### config.mk
export PLATFORM = sky130hd
export DESIGN_NAME = rounded_corner_alpha_mask_top
export DESIGN_NICKNAME = d
export VERILOG_FILES = /design/src/rtl/rcam_pkg.sv /design/src/rtl/rcam_front.sv /design/src/rtl/rcam_sqrt_cell.sv /design/src/rtl/rounded_corner_alpha_mask_top.sv
export SDC_FILE = /design/constraint.sdc
export NUM_CORES = 2
export LEC_CHECK = 0
export BUFFER_PORTS_ARGS = -buffer_cell sky130_fd_sc_hd__buf_2
export CORE_MARGIN = 3
export CORE_UTILIZATION = 38
export DETAILED_ROUTE_END_ITERATION = 16
export PLACE_DENSITY = 0.52
export SLEW_MARGIN = 20
export SYNTH_ARGS = -nofsm -noshare
export SYNTH_HDL_FRONTEND = slang
export SYNTH_SLANG_ARGS = --single-unit
### constraint.sdc
create_clock -name clk_i -period 17.4 [get_ports clk_i]
set_input_delay 0.87 -clock clk_i [delete_from_list [all_inputs] [get_ports clk_i]]
set_output_delay 0.87 -clock clk_i [all_outputs]
set_load 0.1 [all_outputs]
### src/rtl/rcam_pkg.sv
package rcam_pkg;

  // Fixed field widths.
  localparam int unsigned PIXEL_BITS    = 32;
  localparam int unsigned CFG_DATA_BITS = 14;
  localparam int unsigned CFG_IDX_BITS  = 2;
  localparam int unsigned RADIUS_BITS   = 8;

  // Offset from the arc center, its square and the sum of two squares.
  localparam int unsigned A_BITS   = RADIUS_BITS + 1;
  localparam int unsigned SQ_BITS  = 2 * A_BITS;
  localparam int unsigned SUM_BITS = SQ_BITS + 1;

  localparam int unsigned ALPHA_BITS = 8;
  localparam int unsigned COLOR_BITS = PIXEL_BITS - ALPHA_BITS;

  typedef logic [PIXEL_BITS-1:0]    pixel_t;
  typedef logic [CFG_DATA_BITS-1:0] cfg_data_t;
  typedef logic [CFG_IDX_BITS-1:0]  cfg_idx_t;
  typedef logic [RADIUS_BITS-1:0]   radius_t;
  typedef logic [A_BITS-1:0]        offset_t;
  typedef logic [SQ_BITS-1:0]       square_t;
  typedef logic [SUM_BITS-1:0]      dist_sum_t;

  // Configuration register indexes.
  typedef enum logic [CFG_IDX_BITS-1:0] {
    CFG_IMAGE_WIDTH   = 2'd0,
    CFG_IMAGE_HEIGHT  = 2'd1,
    CFG_CORNER_RADIUS = 2'd2
  } cfg_reg_e;

  // Data that rides alongside the distance computation.
  typedef struct packed {
    logic   pass;
    pixel_t pixel;
  } side_t;

endpackage

### src/rtl/rcam_front.sv
module rcam_front #(
  parameter int unsigned COORD_BITS = 14
) (
  input  logic                      clk_i,
  input  logic                      rst_ni,
  input  logic                      in_valid_i,
  output logic                      in_ready_o,
  input  logic [COORD_BITS-1:0]     column_i,
  input  logic [COORD_BITS-1:0]     row_index_i,
  input  rcam_pkg::pixel_t          pixel_in_i,
  input  logic [COORD_BITS-1:0]     width_i,
  input  logic [COORD_BITS-1:0]     height_i,
  input  rcam_pkg::radius_t         radius_i,
  output logic                      out_valid_o,
  input  logic                      out_ready_i,
  output rcam_pkg::dist_sum_t       out_sum_o,
  output rcam_pkg::side_t           out_side_o
);
  import rcam_pkg::*;

  // Common width for comparing coordinates against twice the radius.
  localparam int unsigned CW = (COORD_BITS > A_BITS) ? COORD_BITS : A_BITS;

  logic [CW-1:0] col_ext, row_ext, w_ext, h_ext, r_ext, r2_ext;
  logic [CW-1:0] col_mirror, row_mirror;
  logic          carve_on, col_in, row_in;
  radius_t       x_loc, y_loc;
  offset_t       a_val, b_val, r2m1;

  // Stage registers.
  logic      s1_valid_q, s2_valid_q, s3_valid_q;
  logic      s1_ready, s2_ready, s3_ready;
  side_t     s1_side_q, s2_side_q, s3_side_q;
  offset_t   s1_a_q, s1_b_q, s1_r2m1_q;
  square_t   s2_sqa_q, s2_sqb_q, s2_lim_q;
  dist_sum_t s3_sum_q;
  dist_sum_t sum_d;

  assign col_ext = CW'(column_i);
  assign row_ext = CW'(row_index_i);
  assign w_ext   = CW'(width_i);
  assign h_ext   = CW'(height_i);
  assign r_ext   = CW'(radius_i);
  assign r2_ext  = CW'({radius_i, 1'b0});

  // Carving needs a nonzero radius and room for two corners each way.
  assign carve_on = (radius_i != '0) && (w_ext >= r2_ext) && (h_ext >= r2_ext);

  // Mirror the position into the top-left corner square.
  assign col_mirror = w_ext - CW'(1) - col_ext;
  assign row_mirror = h_ext - CW'(1) - row_ext;

  always_comb begin
    col_in = 1'b0;
    x_loc  = '0;
    if (col_ext < w_ext) begin
      if (col_ext < r_ext) begin
        col_in = 1'b1;
        x_loc  = col_ext[RADIUS_BITS-1:0];
      end else if (col_ext >= w_ext - r_ext) begin
        col_in = 1'b1;
        x_loc  = col_mirror[RADIUS_BITS-1:0];
      end
    end
  end

  always_comb begin
    row_in = 1'b0;
    y_loc  = '0;
    if (row_ext < h_ext) begin
      if (row_ext < r_ext) begin
        row_in = 1'b1;
        y_loc  = row_ext[RADIUS_BITS-1:0];
      end else if (row_ext >= h_ext - r_ext) begin
        row_in = 1'b1;
        y_loc  = row_mirror[RADIUS_BITS-1:0];
      end
    end
  end

  // Doubled offsets from the arc center: 2r-1-2x and 2r-1-2y.
  assign r2m1  = {radius_i, 1'b0} - A_BITS'(1);
  assign a_val = r2m1 - {x_loc, 1'b0};
  assign b_val = r2m1 - {y_loc, 1'b0};

  // Each stage loads when empty or when its successor takes its word.
  assign s3_ready   = !s3_valid_q || out_ready_i;
  assign s2_ready   = !s2_valid_q || s3_ready;
  assign s1_ready   = !s1_valid_q || s2_ready;
  assign in_ready_o = s1_ready;

  // Control for the three stages.
  always_ff @(posedge clk_i or negedge rst_ni) begin
    if (!rst_ni) begin
      s1_valid_q <= 1'b0;
      s2_valid_q <= 1'b0;
      s3_valid_q <= 1'b0;
    end else begin
      if (s1_ready) begin
        s1_valid_q <= in_valid_i;
      end
      if (s2_ready) begin
        s2_valid_q <= s1_valid_q;
      end
      if (s3_ready) begin
        s3_valid_q <= s2_valid_q;
      end
    end
  end

  // Stage 1: corner mapping.
  always_ff @(posedge clk_i) begin
    if (s1_ready) begin
      s1_side_q.pass  <= !(carve_on && col_in && row_in);
      s1_side_q.pixel <= pixel_in_i;
      s1_a_q          <= a_val;
      s1_b_q          <= b_val;
      s1_r2m1_q       <= r2m1;
    end
  end

  // Stage 2: squares and the pass limit.
  always_ff @(posedge clk_i) begin
    if (s2_ready) begin
      s2_side_q <= s1_side_q;
      s2_sqa_q  <= SQ_BITS'(s1_a_q * s1_a_q);
      s2_sqb_q  <= SQ_BITS'(s1_b_q * s1_b_q);
      s2_lim_q  <= SQ_BITS'(s1_r2m1_q * s1_r2m1_q);
    end
  end

  // Stage 3: sum of squares and the exact pass test.
  assign sum_d = SUM_BITS'(s2_sqa_q) + SUM_BITS'(s2_sqb_q);

  always_ff @(posedge clk_i) begin
    if (s3_ready) begin
      s3_side_q.pixel <= s2_side_q.pixel;
      s3_side_q.pass  <= s2_side_q.pass || (sum_d <= SUM_BITS'(s2_lim_q));
      s3_sum_q        <= sum_d;
    end
  end

  assign out_valid_o = s3_valid_q;
  assign out_sum_o   = s3_sum_q;
  assign out_side_o  = s3_side_q;

endmodule

### src/rtl/rcam_sqrt_cell.sv
module rcam_sqrt_cell #(
  parameter int unsigned ROOT_BITS = 14,
  parameter int unsigned FRAC_BITS = 8,
  parameter int unsigned CELL_IDX  = 0
) (
  input  logic                   clk_i,
  input  logic                   rst_ni,
  input  logic                   in_valid_i,
  output logic                   in_ready_o,
  input  logic [ROOT_BITS+1:0]   in_rem_i,
  input  logic [ROOT_BITS-1:0]   in_root_i,
  input  rcam_pkg::dist_sum_t    in_sum_i,
  input  rcam_pkg::side_t        in_side_i,
  output logic                   out_valid_o,
  input  logic                   out_ready_i,
  output logic [ROOT_BITS+1:0]   out_rem_o,
  output logic [ROOT_BITS-1:0]   out_root_o,
  output rcam_pkg::dist_sum_t    out_sum_o,
  output rcam_pkg::side_t        out_side_o
);
  import rcam_pkg::*;

  localparam int unsigned REM_W = ROOT_BITS + 2;
  localparam int unsigned RAD_W = 2 * ROOT_BITS;
  localparam int unsigned LO    = 2 * (ROOT_BITS - 1 - CELL_IDX);

  logic [RAD_W-1:0]     radicand;
  logic [REM_W-1:0]     rem_sh, trial;
  logic                 take;
  logic                 valid_q;
  logic [REM_W-1:0]     rem_q;
  logic [ROOT_BITS-1:0] root_q;
  dist_sum_t            sum_q;
  side_t                side_q;

  // This cell brings down one pair of radicand bits, scaled by the fraction bits.
  assign radicand = RAD_W'(in_sum_i) << (2 * FRAC_BITS);
  assign rem_sh   = {in_rem_i[REM_W-3:0], radicand[LO+1:LO]};
  assign trial    = {in_root_i, 2'b01};
  assign take     = (rem_sh >= trial);

  assign in_ready_o = !valid_q || out_ready_i;

  always_ff @(posedge clk_i or negedge rst_ni) begin
    if (!rst_ni) begin
      valid_q <= 1'b0;
    end else if (in_ready_o) begin
      valid_q <= in_valid_i;
    end
  end

  // One restoring step: subtract the trial value when it fits.
  always_ff @(posedge clk_i) begin
    if (in_ready_o) begin
      rem_q  <= take ? (rem_sh - trial) : rem_sh;
      root_q <= {in_root_i[ROOT_BITS-2:0], take};
      sum_q  <= in_sum_i;
      side_q <= in_side_i;
    end
  end

  assign out_valid_o = valid_q;
  assign out_rem_o   = rem_q;
  assign out_root_o  = root_q;
  assign out_sum_o   = sum_q;
  assign out_side_o  = side_q;

endmodule

### src/rtl/rounded_corner_alpha_mask_top.sv
// Rounded corner alpha mask.
// Input channel: in_valid_i / in_stall_o carry one word per pixel: column_i,
// row_index_i and pixel_in_i (ARGB, alpha in the top byte). Output channel:
// out_valid_o / out_stall_i carry pixel_out_o, one word per input word, in
// order. A word moves at a clock edge with valid high and stall low.
// Configuration is a plain write port (cfg_we_i, cfg_idx_i, cfg_data_i) for
// image width, image height and corner radius; write it only while idle.
// A word passes 3 + ROOT_BITS + 1 register stages, where ROOT_BITS is
// (20 + 2*DIST_FRAC_BITS)/2, the number of square-root cells. That is 22 stages
// at DIST_FRAC_BITS = 8. Three front stages map the corner and form the
// squares and their sum, each cell of the square root chain produces one root
// bit, and a last stage forms alpha and holds the result. One pixel is taken
// every cycle while in_stall_o is low.
// When the receiver stalls, the output register holds its word and stages
// upstream keep filling until the chain is full; only then does in_stall_o
// rise. Reset empties the pipeline and clears the configuration registers to
// zero, which turns carving off.
module rounded_corner_alpha_mask_top #(
  parameter int unsigned COORD_BITS     = 14,
  parameter int unsigned DIST_FRAC_BITS = 8
) (
  input  logic                    clk_i,
  input  logic                    rst_ni,
  input  logic                    cfg_we_i,
  input  rcam_pkg::cfg_idx_t      cfg_idx_i,
  input  rcam_pkg::cfg_data_t     cfg_data_i,
  input  logic                    in_valid_i,
  output logic                    in_stall_o,
  input  logic [COORD_BITS-1:0]   column_i,
  input  logic [COORD_BITS-1:0]   row_index_i,
  input  rcam_pkg::pixel_t        pixel_in_i,
  output logic                    out_valid_o,
  input  logic                    out_stall_i,
  output rcam_pkg::pixel_t        pixel_out_o
);
  import rcam_pkg::*;

  localparam int unsigned ROOT_BITS = (SUM_BITS + 2 * DIST_FRAC_BITS + 1) / 2;
  localparam int unsigned REM_W     = ROOT_BITS + 2;
  localparam int unsigned T_BITS    = A_BITS + DIST_FRAC_BITS;
  localparam int unsigned P_BITS    = T_BITS + 9;
  localparam int unsigned AF_BITS   = P_BITS - DIST_FRAC_BITS - 1;

  // Configuration registers.
  cfg_data_t width_q, height_q;
  radius_t   radius_q;

  always_ff @(posedge clk_i or negedge rst_ni) begin
    if (!rst_ni) begin
      width_q  <= '0;
      height_q <= '0;
      radius_q <= '0;
    end else if (cfg_we_i) begin
      unique case (cfg_reg_e'(cfg_idx_i))
        CFG_IMAGE_WIDTH:   width_q  <= cfg_data_i;
        CFG_IMAGE_HEIGHT:  height_q <= cfg_data_i;
        CFG_CORNER_RADIUS: radius_q <= cfg_data_i[RADIUS_BITS-1:0];
        default: begin
        end
      endcase
    end
  end

  // Front end: corner mapping, squares and pass test.
  logic                 front_ready;
  logic                 chain_valid [0:ROOT_BITS];
  logic                 chain_ready [0:ROOT_BITS];
  logic [REM_W-1:0]     chain_rem   [0:ROOT_BITS];
  logic [ROOT_BITS-1:0] chain_root  [0:ROOT_BITS];
  dist_sum_t            chain_sum   [0:ROOT_BITS];
  side_t                chain_side  [0:ROOT_BITS];

  rcam_front #(
    .COORD_BITS (COORD_BITS)
  ) u_front (
    .clk_i       (clk_i),
    .rst_ni      (rst_ni),
    .in_valid_i  (in_valid_i),
    .in_ready_o  (front_ready),
    .column_i    (column_i),
    .row_index_i (row_index_i),
    .pixel_in_i  (pixel_in_i),
    .width_i     (COORD_BITS'(width_q)),
    .height_i    (COORD_BITS'(height_q)),
    .radius_i    (radius_q),
    .out_valid_o (chain_valid[0]),
    .out_ready_i (chain_ready[0]),
    .out_sum_o   (chain_sum[0]),
    .out_side_o  (chain_side[0])
  );

  assign in_stall_o    = !front_ready;
  assign chain_rem[0]  = '0;
  assign chain_root[0] = '0;

  // Square root chain, one result bit per cell.
  for (genvar k = 0; k < ROOT_BITS; k++) begin : g_cell
    rcam_sqrt_cell #(
      .ROOT_BITS (ROOT_BITS),
      .FRAC_BITS (DIST_FRAC_BITS),
      .CELL_IDX  (k)
    ) u_cell (
      .clk_i       (clk_i),
      .rst_ni      (rst_ni),
      .in_valid_i  (chain_valid[k]),
      .in_ready_o  (chain_ready[k]),
      .in_rem_i    (chain_rem[k]),
      .in_root_i   (chain_root[k]),
      .in_sum_i    (chain_sum[k]),
      .in_side_i   (chain_side[k]),
      .out_valid_o (chain_valid[k+1]),
      .out_ready_i (chain_ready[k+1]),
      .out_rem_o   (chain_rem[k+1]),
      .out_root_o  (chain_root[k+1]),
      .out_sum_o   (chain_sum[k+1]),
      .out_side_o  (chain_side[k+1])
    );
  end

  // Alpha from the distance: round(255 * (T - S) / 2^(F+1)), capped at 255, zero when S >= T.
  logic [ROOT_BITS-1:0] dist_s, thresh_t;
  logic [T_BITS-1:0]    diff;
  logic [P_BITS-1:0]    scaled;
  logic [AF_BITS-1:0]   alpha_full;
  logic [ALPHA_BITS-1:0] alpha;
  pixel_t               pixel_d, pixel_q;
  logic                 out_valid_q;
  side_t                last_side;

  assign dist_s    = chain_root[ROOT_BITS];
  assign last_side = chain_side[ROOT_BITS];
  assign thresh_t  = ROOT_BITS'({radius_q, 1'b1}) << DIST_FRAC_BITS;
  assign diff      = T_BITS'(thresh_t - dist_s);
  assign scaled    = (P_BITS'(diff) << 8) - P_BITS'(diff)
                     + (P_BITS'(1) << DIST_FRAC_BITS);
  assign alpha_full = scaled[P_BITS-1:DIST_FRAC_BITS+1];

  always_comb begin
    if (dist_s >= thresh_t) begin
      alpha = '0;
    end else if (alpha_full > AF_BITS'(255)) begin
      alpha = '1;
    end else begin
      alpha = alpha_full[ALPHA_BITS-1:0];
    end
  end

  always_comb begin
    if (last_side.pass) begin
      pixel_d = last_side.pixel;
    end else if (alpha == '0) begin
      pixel_d = '0;
    end else begin
      pixel_d = {alpha, last_side.pixel[COLOR_BITS-1:0]};
    end
  end

  // Output register.
  assign chain_ready[ROOT_BITS] = !out_valid_q || !out_stall_i;

  always_ff @(posedge clk_i or negedge rst_ni) begin
    if (!rst_ni) begin
      out_valid_q <= 1'b0;
    end else if (chain_ready[ROOT_BITS]) begin
      out_valid_q <= chain_valid[ROOT_BITS];
    end
  end

  always_ff @(posedge clk_i) begin
    if (chain_ready[ROOT_BITS]) begin
      pixel_q <= pixel_d;
    end
  end

  assign out_valid_o = out_valid_q;
  assign pixel_out_o = pixel_q;

endmodule
# Word level (Yosys, flattened, before mapping)
# Index checks and enable logic that the tools add are counted.
[classes]
n_mux = 33
n_mul = 3
add_sub_neg = 30
n_lt_le_gt_ge = 29
eq_ne = 2
reduce_logical = 58
[op_table]
columns = ["cell", "count"]
rows = [
  ["18-bit 2-to-1 mux", 16],
  ["32-bit 2-to-1 mux", 2],
  ["8-bit 2-to-1 mux", 8],
  ["9-bit by 9-bit multiplier with 18-bit output", 3],
  ["14-bit greater-or-equal comparator", 2],
  ["14-bit by 9-bit greater-or-equal comparator with 1-bit output", 2],
  ["14-bit < comparator", 2],
  ["14-bit by 8-bit < comparator with 1-bit output", 2],
  ["14-bit by 8-bit subtractor with 14-bit output", 2],
  ["26-bit by 9-bit adder with 26-bit output, second input constant", 1],
  ["25-bit by 17-bit subtractor with 26-bit output", 1],
  ["1-bit logical NOT", 25],
  ["1-bit logical OR", 23],
  ["20-bit by 10-bit greater-or-equal comparator with 1-bit output", 1],
  ["20-bit by 11-bit greater-or-equal comparator with 1-bit output", 1],
  ["20-bit by 12-bit greater-or-equal comparator with 1-bit output", 1],
  ["20-bit by 13-bit greater-or-equal comparator with 1-bit output", 1],
  ["20-bit by 14-bit greater-or-equal comparator with 1-bit output", 1],
  ["20-bit by 15-bit greater-or-equal comparator with 1-bit output", 1],
  ["20-bit by 16-bit greater-or-equal comparator with 1-bit output", 1],
  ["20-bit by 17-bit greater-or-equal comparator with 1-bit output", 1],
  ["20-bit by 18-bit greater-or-equal comparator with 1-bit output", 1],
  ["20-bit by 19-bit greater-or-equal comparator with 1-bit output", 1],
  ["20-bit by 3-bit greater-or-equal comparator with 1-bit output", 1],
  ["other kinds (41)", 55],
]
[word_totals]
out_inout_bits = 34
word_cells = 282
inputBits = 81
regBits = 1434

# Depth between registers and ports, before layout
[depth]
ltp_word = 24
ltp_mapped = 32
ltp_nobuf = 32

# Hierarchy
# Synthesis repeated with hierarchy kept, for this count alone.
[unflattened]
cells_unflattened = 7055
hier_area_um2 = 95761.8
[by_module_without_submodules]
columns = ["module", "area_each_um2", "cells_each", "seq_area_each_um2", "n_inst"]
rows = [
  ["rcam_sqrt_cell (g_cell[2].u_cell ...)", 4317.9, 302, 2727.6, 8],
  ["rcam_sqrt_cell (g_cell[10].u_cell ...)", 3935.0, 255, 2697.6, 8],
  ["rcam_front", 16956.3, 1590, 5720.5, 1],
  ["rounded_corner_alpha_mask_top", 4596.9, 468, 1886.8, 1],
  ["rcam_sqrt_cell (g_cell[1].u_cell)", 4174.0, 273, 2727.6, 1],
  ["rcam_sqrt_cell (g_cell[0].u_cell)", 4011.3, 268, 2727.6, 1],
]

# Worst setup path before layout
# OpenSTA, ideal clock, no wires.
[synth_path]
kind = "register to output"
startpoint = "reg out_valid_q (netlist: out_valid_o)"
endpoint = "out in_stall_o"
path_buffers = 0
required_ps = 16530
arrival_time_ps = 10985
setup_slack_ps = 5545
path_stages_with_launch = 13
cell_sequence = "dfrtp_1 -> and3_1 -> nand2_1 -> nor2_1 -> inv_1 -> nor3_1 -> nand2_1 -> nor2_1 -> and3_1 -> nand4_1 -> inv_1 -> nand2_1 -> inv_1"
[synth_between]
elab_chain_len = 24
[synth_lines]
columns = ["item", "line_no", "text"]
rows = [
  ["start: declaration", "rounded_corner_alpha_mask_top.sv:127", "logic out_valid_q;"],
  ["start signal: assignment", "rounded_corner_alpha_mask_top.sv:165", "out_valid_q <= chain_valid[ROOT_BITS];"],
  ["1-bit logical NOT", "rounded_corner_alpha_mask_top.sv:159", "assign chain_ready[ROOT_BITS] = !out_valid_q || !out_stall_i;"],
  ["1-bit logical OR", "rounded_corner_alpha_mask_top.sv:159", ""],
  ["1-bit logical OR (4 in a row)", "rcam_sqrt_cell.sv:42", "assign in_ready_o = !valid_q || out_ready_i;"],
  ["via g_cell[13].u_cell.out_ready_i", "rcam_sqrt_cell.sv:15", "input logic out_ready_i,"],
  ["1-bit logical OR", "rcam_sqrt_cell.sv:42", ""],
  ["via g_cell[12].u_cell.out_ready_i", "rcam_sqrt_cell.sv:15", ""],
  ["1-bit logical OR (8 in a row)", "rcam_sqrt_cell.sv:42", ""],
  ["via g_cell[4].u_cell.out_ready_i", "rcam_sqrt_cell.sv:15", ""],
  ["1-bit logical OR (5 in a row)", "rcam_sqrt_cell.sv:42", ""],
  ["1-bit logical OR", "rcam_front.sv:87", "assign s3_ready = !s3_valid_q || out_ready_i;"],
  ["1-bit logical OR", "rcam_front.sv:88", "assign s2_ready = !s2_valid_q || s3_ready;"],
  ["via u_front.s2_ready", "rcam_front.sv:32", "logic s1_ready, s2_ready, s3_ready;"],
  ["1-bit logical OR", "rcam_front.sv:89", "assign s1_ready = !s1_valid_q || s2_ready;"],
  ["1-bit logical NOT", "rounded_corner_alpha_mask_top.sv:92", "assign in_stall_o = !front_ready;"],
  ["end: declaration", "rounded_corner_alpha_mask_top.sv:28", "output logic in_stall_o,"],
]
# The timed path passes the listed nets, and every way through them passes these cells.

# Worst setup path after layout
[layout_path]
startpoint = "reg radius_q[1]"
endpoint = "reg pixel_q[29] (netlist: pixel_out_o[29]) (data pin)"
[layout_between]
elab_chain_len = 9
word_cells_on_any_way = 10
cone_classes = "add/sub (3); order compare (2); mux (4); reduce/logical (1)"
[layout_lines]
columns = ["item", "line_no", "text"]
rows = [
  ["start: declaration", "rounded_corner_alpha_mask_top.sv:46", "radius_t radius_q;"],
  ["start signal: assignment", "rounded_corner_alpha_mask_top.sv:57", "CFG_CORNER_RADIUS: radius_q <= cfg_data_i[RADIUS_BITS-1:0];"],
  ["17-bit subtractor", "rounded_corner_alpha_mask_top.sv:133", "assign diff = T_BITS'(thresh_t - dist_s);"],
  ["25-bit by 17-bit subtractor with 26-bit output", "rounded_corner_alpha_mask_top.sv:134", "assign scaled = (P_BITS'(diff) << 8) - P_BITS'(diff)"],
  ["26-bit by 9-bit adder with 26-bit output", "rounded_corner_alpha_mask_top.sv:135", "+ (P_BITS'(1) << DIST_FRAC_BITS);"],
  ["17-bit by 8-bit greater-than comparator with 1-bit output", "rounded_corner_alpha_mask_top.sv:141", "end else if (alpha_full > AF_BITS'(255)) begin"],
  ["8-bit 2-to-1 mux", "rounded_corner_alpha_mask_top.sv:141", ""],
  ["8-bit 2-to-1 mux *", "rounded_corner_alpha_mask_top.sv:139", "if (dist_s >= thresh_t) begin"],
  ["8-bit logical NOT", "rounded_corner_alpha_mask_top.sv:151", "end else if (alpha == '0) begin"],
  ["32-bit 2-to-1 mux *", "rounded_corner_alpha_mask_top.sv:151", ""],
  ["32-bit 2-to-1 mux *", "rounded_corner_alpha_mask_top.sv:149", "if (last_side.pass) begin"],
  ["via pixel_d[29]", "rounded_corner_alpha_mask_top.sv:126", "pixel_t pixel_d, pixel_q;"],
  ["end signal: assignment", "rounded_corner_alpha_mask_top.sv:171", "pixel_q <= pixel_d;"],
  ["end: declaration", "rounded_corner_alpha_mask_top.sv:126", ""],
]
# The timed path passes the listed nets; every way through them passes the cells marked *.
# A chain may end at the register's enable or synchronous reset.

==> impl_metrics.py <==
metrics = {
    "placed_design": {
        "preCtsSetupSlack_ns": 10.58,
        "gp_congestion": 0.833,
        "numPortBuffers": 114,
        "detailed_place_hpwl_um": 90000,
        "placedCellCount": 7119,
    },
    "routing": {
        "routed_wl_um": 126000,
        "avgViaCountPerCell": 4.79,
        "ant_nets": 0,
        "drt_iter0_markers": 1976,
        "dr_total_vias": 35400,
        "drc": 0,
        "first_pass_iters": 5,
        "wl_per_cell_um": 17.0,
    },
    "critical_path": {
        "crit_path_start": "radius_q[1]",
        "r2r_end": "pixel_out_o[29]",
        "cp-end-kind": "flop",
        "worstPathRequired_ns": 17.86,
        "endpoint": "pixel_out_o[29]",
        "path_class": "flop to flop",
        "start_kind": "flop",
        "reg2reg_from": "radius_q[1]",
        "worstPathMaxFanout": 12,
        "critPathArrivalTime_ns": 7.31,
        "reg2reg_depth": 19,
        "rrSetupSlack_ns": 10.55,
    },
    "die": {
        "dieHeight_um": 421,
        "fp-row-count": 151,
        "start_util_pct": 38.4,
        "die_w_um": 421,
        "num_io_pins": 115,
        "coreArea_um2": 170000,
        "die-area_um2": 177000,
    },
    "logic_synthesis": {
        "synth_fa_ha_area_share_pct": 12.6,
        "syn_inst": 4720,
        "avgSynthCellArea_um2": 13.9,
        "ys_ff_latch": 1389,
        "yosysUniqueCellTypes": 93,
        "yosys.area_share.simple_pct": 7.70,
        "synth_compound_area_share_pct": 7.59,
        "syn_nets": 5389,
        "synth_ff_type": "edfxtp_1",
        "synth_edf_count": 1331,
        "synthMuxAreaShare_pct": 1.24,
        "synth-xor-area-share_pct": 4.31,
        "syn_area_um2": 65500,
        "synth_seq_area_share_pct": 63.2,
        "synthArstFlopShare_pct": 4.18,
        "yosys_warnings": 0,
        "synth_top_family_by_area": "adder cells",
    },
    "clock_tree": {
        "cts.sinks": 1389,
        "cts_htree_levels": 4,
        "clock_path_buffers": 3,
        "cts_resized": 0,
        "root_buffer": "clkbuf_16",
        "clk_pin_slew_ns": 0.06,
        "cts_setup_buffers": 0,
        "clock_latency_ns": 0.79,
        "cts_made_buffers": 153,
        "cts_tree": "built",
    },
    "grt": {
        "overflow": 0,
        "grt_pass1_wl_um": 204000,
        "antenna_found_initial": 2,
        "first_global_vias": 36700,
        "grt_usage_pct": 14.4,
        "grt_max_degree": 69,
    },
    "sta": {
        "fin_skew_ns": 0.0398,
        "rsz0062_at_grt": "no",
        "worst_slack_ns": 10.55,
        "worstMarginPinSlew_ns": 1.07,
        "fin_setup_tns_ns": 0,
        "maxSlewHeadroom_pct": 27.6,
        "slew_violations": 0,
        "max_freq_mhz": 146,
        "finalCritPeriodShare_pct": 39.4,
        "finalSetupViolations": 0,
        "period_needed_ns": 6.85,
        "finalHoldViolations": 0,
        "timing.hold.ws_ns": 0.264,
    },
    "worst_hold_path": {
        "hp-class": "input pin to flop",
    },
    "cells_and_area": {
        "nets": 5650,
        "area_growth_pct": 13.3,
        "instances_no_fill": 7401,
        "drive_gt1_share_pct": 10.7,
        "antennaDiodeCount": 0,
    },
    "outcome": {
        "run_status": "finished clean",
    },
    "job": {
        "drv_cap": 0,
    },
}
layer usage:
| layer | vias up | share of wire (%) | GRT usage, % | wire (um) |
|---|---|---|---|---|
| met1 | 17200 | 47 | 19.6 | 59600 |
| met4 | 0 | 2.8 | 4.79 | 3490 |
| met5 | - | 0 | 0 | 0 |
| met2 | 420 | 47 | 23.6 | 59000 |
| li1 | 17600 | - | - | - |
| met3 | 201 | 3.1 | 2.34 | 3850 |
registers in the layout, indices dropped and copies added (netlist names), 14 cells and up:
name and cells:
u_front.s2_sqa_q 16, u_front.s1_side_q 33, g_cell.u_cell.out_root_o 170, g_cell.u_cell.out_side_o 594, g_cell.u_cell.out_valid_o 18, u_front.out_sum_o 17
u_front.s2_side_q 33, g_cell.u_cell.out_rem_o 275, pixel_out_o 32, height_q 14, width_q 14, g_cell.u_cell.out_sum_o 72
u_front.s2_lim_q 16, u_front.out_side_o 33, u_front.s2_sqb_q 16
cell usage in the layout (no fill, tap or decap), types with 34 or more instances in the layout:
master     instances
clkbuf_1          41
nor2_1           193
inv_1            518
o21ai_0          195
o31ai_1           34
clkbuf_16        154
xnor2_1          190
mux2_2            68
nor4_1            34
edfxtp_1        1331
nor3_1            93
nand2_1          291
nand3_1           44
dfrtp_1           58
and2_1            63
buf_2            113
nor2b_1           35
a21o_1            80
xor2_1           128
o21bai_1          37
fa_1             119
o21a_1            55
nand2b_1          65
buf_4             36
ha_1             469
a21oi_1          202
cell usage after synthesis (34+ instances only):
library cell | number | area share [%]
nand2_1 | 299 | 1.7
o31ai_1 | 34 | 0.39
mux2_2 | 68 | 1.2
and2_1 | 63 | 0.60
clkbuf_1 | 35 | 0.20
dfrtp_1 | 58 | 2.2
nor2b_1 | 35 | 0.33
xor2_1 | 128 | 1.7
xnor2_1 | 190 | 2.5
a21o_1 | 80 | 0.92
fa_1 | 119 | 3.6
o21a_1 | 55 | 0.63
o21bai_1 | 37 | 0.42
nand2b_1 | 65 | 0.62
inv_1 | 524 | 3.0
o21ai_0 | 195 | 1.5
a21oi_1 | 202 | 1.5
nand3_1 | 48 | 0.37
nor3_1 | 93 | 0.71
ha_1 | 469 | 9.0
nor2_1 | 193 | 1.1
edfxtp_1 | 1331 | 61
nor4_1 | 34 | 0.32
cell type report:
cell class / count / area [um2]
Sequential cell: 1389 / 41400
Clock inverter: 80 / 1010
Inverter: 526 / 1970
Multi-Input combinational cell: 2760 / 22000
Clock buffer: 200 / 4080
Tap cell: 2295 / 2870
Fill cell: 15500 / 96200
Timing Repair Buffer: 151 / 873
critical path: stages, from the launching register on:
cell,delay [ns]
dfrtp_1,0.43
inv_1,0.49
ha_1,0.40
and4_1,0.22
nand3_1,0.11
nand3_1,0.15
or4b_1,0.54
nand2_1,0.32
inv_1,0.10
ha_1,0.31
ha_1,0.36
a21oi_1,0.17
o21ai_0,0.13
or4_1,0.48
o31ai_1,0.52
mux2_2,0.41
xnor2_1,0.22
and4b_1,0.21
nor4bb_2,0.85
a21oi_2,0.11
through the flow:
step	utilization (%)	cell area, um2
global placement	40.5	69100
global route	43.5	74200
CTS	43.5	74200
detailed placement	40.5	69100
floorplan	-	65500
finish	43.5	74200
timing repair:
action | in CTS | in global routing
hold endpoints to repair | 0 | 20
setup endpoints to repair | 0 | 0
hold buffers | 0 | 1
worst min-delay path by stage:
stage | startpoint | to | slack (ns) | cells past startpoint
floorplan | u_front.out_sum_o[18] | g_cell[0].u_cell.out_root_o[0] | 0.40 | 0
global placement | u_front.out_side_o[23] | g_cell[0].u_cell.out_side_o[23] | 0.40 | 0
detailed placement | u_front.out_side_o[24] | g_cell[0].u_cell.out_side_o[24] | 0.40 | 0
CTS | pixel_in_i[23] | u_front.s1_side_q[23] | 0.17 | 1
global route | pixel_in_i[2] | u_front.s1_side_q[2] | 0.20 | 1
finish | pixel_in_i[7] | u_front.s1_side_q[7] | 0.26 | 1
kinds of logic (layout without fill, tap and decap cells):
kind of cell,after synthesis,after routing
buffers and inverters,571,957
AO/OA/AOI/OAI,773,773
multiplexers,72,72
other,1,1
adder cells (fa/ha/maj),588,588
XOR/XNOR,320,320
flip-flops,1389,1389
AND/OR/NAND/NOR,1006,1006
Power is left out: the tool's default activity adds up to more than one toggle a clock period on the data nets, which glitch-free logic cannot reach.
